### src/rtl/assert_macros.svh
// Assertion macros shared by the filter RTL
`ifndef ASSERT_MACROS_SVH
`define ASSERT_MACROS_SVH
`define ASSERT_IMP(label, clk, rst, ante, cons, msg) \
   label: assert property (@(posedge clk) disable iff (rst) (ante) |-> (cons)) else $error(msg);
`define ASSERT_NEXT(label, clk, rst, ante, cons, msg) \
   label: assert property (@(posedge clk) disable iff (rst) (ante) |=> (cons)) else $error(msg);
`endif

### src/rtl/ftpf_ram.sv
// Generic single-port-write, single-read RAM with registered read
`timescale 1ns / 1ps
module ftpf_ram #(
   parameter int WIDTH = 8,
   parameter int DEPTH = 16
) (
   input  logic                     clock,
   input  logic                     wr_en,
   input  logic [$clog2(DEPTH)-1:0] wr_addr,
   input  logic [WIDTH-1:0]         wr_data,
   input  logic [$clog2(DEPTH)-1:0] rd_addr,
   output logic [WIDTH-1:0]         rd_data
);
   logic [WIDTH-1:0] mem_ff [DEPTH];
   always_ff @(posedge clock) begin
      if (wr_en) begin
         mem_ff[wr_addr] <= wr_data;
      end
      rd_data <= mem_ff[rd_addr];
   end
endmodule

### config.mk
export PLATFORM = sky130hd
export DESIGN_NAME = ftpf_ram
export DESIGN_NICKNAME = d
export VERILOG_FILES = /design/src/rtl/assert_macros.svh /design/src/rtl/ftpf_ram.sv
export SDC_FILE = /design/constraint.sdc
export NUM_CORES = 1
export LEC_CHECK = 0
export CAP_MARGIN = 20
export CORE_ASPECT_RATIO = 1.25
export CORE_MARGIN = 1.5
export CORE_UTILIZATION = 50
export CTS_BUF_LIST = sky130_fd_sc_hd__clkbuf_4
export DETAILED_ROUTE_END_ITERATION = 12
export DONT_BUFFER_PORTS = 1
export PLACE_DENSITY = 0.76
export SLEW_MARGIN = 20
export SYNTH_ARGS = -nofsm -noshare
export SYNTH_HDL_FRONTEND = slang
export SYNTH_SLANG_ARGS = --single-unit
### constraint.sdc
create_clock -name clock -period 4.3 [get_ports clock]
set_input_delay 0.645 -clock clock [delete_from_list [all_inputs] [get_ports clock]]
set_output_delay 0.645 -clock clock [all_outputs]
set_load 0.05 [all_outputs]
-- After elaboration in Yosys (flattened, before gate mapping)
Memory sizes are Yosys's and may differ from the RTL's. A register that Yosys moved wholly into a read port is not among the register bits.
Cells that the tools add are included.
- register bits: 0
- memory bits (writable): 128
- bits of input ports: 18
- output and inout bits: 8
- word-level logic and storage cells: 3
- memories: 1
- muxes and demuxes: 2
- memory list (memory ; words ; bits a word ; rd ports ; clocked after Yosys merged registers in ; write ports ; line ; text):
    mem_ff ; 16 ; 8 ; 1 ; 1 ; 1 ; ftpf_ram.sv:14 ; logic [WIDTH-1:0] mem_ff [DEPTH];
- operators by type and width (kind ; number):
    $mux 1 ; 2

-- Depth between registers and ports, before layout
- word-level depth: 2
- gate-level depth with buffers: 5
- depth with buffers taken out: 3

-- Least setup slack after synthesis
No wires, ideal clock.
- kind: input -> register
- start point: in wr_addr[2]
- end point: mem mem_ff[0][0], enable pin
- setup time: 383 ps
- arrival: 1755 ps
- data required time: 3917 ps
- path slack: 2162 ps
- stages on the path: 2
- buffers on the path: 0
- cell sequence: or3b_2 > nor3_1
- RTL lines (element ; line ; text):
    from (decl) ; ftpf_ram.sv:9 ; input logic [$clog2(DEPTH)-1:0] wr_addr,
    to (decl) ; ftpf_ram.sv:14 ;
Straight into the memory's write port.

-- Worst setup path after layout
- start point: reg rd_data[2], read port of mem_ff
- end point: out rd_data[2]
- RTL lines (element ; line ; text):
    from (decl) ; ftpf_ram.sv:12 ; output logic [WIDTH-1:0] rd_data
No word-level cell between the ends.

==> impl_metrics.ini <==
[status]
status = completed

[hold_path]
hold_path_class = in -> reg
hp-start = wr_data[3]

[placement]
dp_hpwl_mm = 5.79
gp_congestion = 0.779
io_buffers = 0
placed_area_um2 = 5240
dp.cells = 349

[timing]
rsz0062_at_grt = false
final.setup.tns_ns = 0
final_max_slew_viol_count = 0
slew_headroom = 0.399
finalCriticalPeriod_ns = 1.82
setup_viol = 0
fin_crit_sh = 0.422
clock.fmax_mhz = 551
hold_ws_ns = 0.211
hold_viol_final = 0
worst_slew_pin_slew_ns = 0.898
clock_skew_ns = 0.0198

[finish]
fin_area_um2 = 5570
n_antenna_cell = 0
final_cells = 381
layout.nets = 257
multi_input_area_um2 = 1070
regArea_um2 = 4000
drive_above_1_share = 0.218
num-fill-cells = 770
synthToLayoutAreaGrowth_pct = 8.22
utilization = 0.554

[clocking]
cts_tree = built
cts.clk_slew.worst_paths_ns = 0.12
ctsHoldBuffers = 0
numCtsBuffers = 17
cts_setup_buffers = 0
htreeDepth = 4
cts_resized = 0
clk_path_buf_depth = 2
cts_root_buf = clkbuf_4
insertion_delay_ns = 0.52
cts.sinks = 136

[die]
die_w_um = 93.8
die_h_um = 116
coreArea_um2 = 10100
ios = 26
initial_utilization = 0.512
die-area_um2 = 10900
rows = 41

[worst_setup_path]
arrival_ns = 1.17
rr_worst_depth = 3
r2r_slack_ns = 2.86
critPathCaptureType = output port
r2r_end = rd_data[4]
cp-start-kind = register
path_class = reg -> out
r2r-start = mem_ff[3][4]
worst-path-max-fanout = 1
path_depth = 0
crit_end = rd_data[2]
cp-startpoint = rd_data[2]
cp.required_ns = 3.65

[synth]
synth-edff-count = 128
synth.area.top_cells = edfxtp_1 (75%), mux4_2 (7.9%), mux4_1 (7.1%)
yosysSeqAreaShare = 0.778
ys_types = 19
syn_area_um2 = 5150
ys_warn_count = 0
synth-main-ff-cell = edfxtp_1
yosysMostFrequentCell = edfxtp_1
synth_area_leader_cell = edfxtp_1
synthTopCellsByCount = edfxtp_1 (128), mux4_2 (18), a22oi_1 (16)
synth.net_count = 247
synthCells = 229
synth-async-reset-ratio = 0
yosysTopAreaCellShare = 0.747
synth.avg_cell_area_um2 = 22.5
ys_ff_latch = 136

[routing]
viasPerCell = 5.92
totalWireLength_mm = 9.31
wl_per_cell_um = 24.4
drc = 0
num_vias = 2257
ant_nets = 0
dr.pass1.iters = 4
drt_iter0_drc = 198

[pwr]
power_frac_comb = 0.031
power_density_nw_per_um2 = 452
ir_worst_vdd_mv = 0.313
p_leak_nw = 1.78
switching_share = 0.210
p_clk_frac = 0.365
pwr-share-seq = 0.604
switchingPower_w = 0.000529
p_int_w = 0.00199

[job]
max-cap-violations = 0

[global_routing]
grt_pass1_wl_mm = 13.9
grt_pass1_vias = 2372
antenna_found_initial = 0
grt-ovfl-total = 0
track_usage = 0.190
grt_max_degree = 33
-- cell usage in the layout, fill, tap and decap left out, types with 2 or more instances in the layout --
master	Yosys	routed
nand3b_1	2	2
bufinv_16	0	4
inv_4	0	4
clkinv_2	0	2
nand2b_1	2	2
dfxtp_1	8	8
nand2_1	9	9
nor2_1	13	13
mux4_2	18	18
clkinv_4	0	3
mux4_1	14	14
edfxtp_1	128	128
nor3_2	0	3
a22oi_1	16	16
clkbuf_4	0	17
-- power by group through the flow --
stage | sequential (W) | clock [W] | combinational, W
2_1_floorplan | 0.00155 | 0 | 0.0000752
5_1_grt | 0.00152 | 0.000975 | 0.0000835
4_1_cts | 0.00152 | 0.000936 | 0.0000783
3_5_place_dp | 0.00155 | 0 | 0.0000781
3_3_place_gp | 0.00155 | 0 | 0.0000766
6_report | 0.00152 | 0.000919 | 0.0000773
-- per-stage QoR --
step | power, W | setup slack, ns
3_3_place_gp | 0.00163 | 2.04
5_1_grt | 0.00258 | 2.41
6_report | 0.00252 | 2.48
2_1_floorplan | 0.00162 | 2.16
4_1_cts | 0.00254 | 2.43
3_5_place_dp | 0.00163 | 1.96
-- routing by layer --
layer / vias up / share of wire / global-route usage
li1: 1006 / - / -
met1: 1145 / 0.38 / 0.243
met2: 98 / 0.54 / 0.309
met3: 8 / 0.072 / 0.0566
met4: 0 / 0.0085 / 0.0736
met5: - / 0 / 0
-- flip-flops by register name, summed over array words and instances, names as in the netlist --
signal and count:
mem_ff 128, rd_data 8
-- cells by family after synthesis --
logic type,share of synthesized area
DFF,0.778
buffers and inverters,0.0168
and+or+nand+nor,0.0318
AOI/OAI and AO/OA,0.0233
muxes,0.150
-- final cells by class --
class | instances | share of cell area
multi-input combinational | 83 | 0.192
timing repair buffer | 1 | 0.00135
clock buffer | 17 | 0.0229
tap | 129 | 0.0290
sequential | 136 | 0.719
clock inverter | 15 | 0.0355
-- how the worst min path moves through the flow --
stage                         end  slack, ns  cells after the start
global placement       rd_data[5]       0.66                      3
detailed placement     rd_data[2]       0.69                      3
CTS                 mem_ff[15][3]       0.16                      0
floorplan              rd_data[0]       0.63                      3
global route        mem_ff[11][5]       0.15                      0
finish              mem_ff[14][3]       0.21                      0
Note: power is estimated with default switching activity, not from simulation.
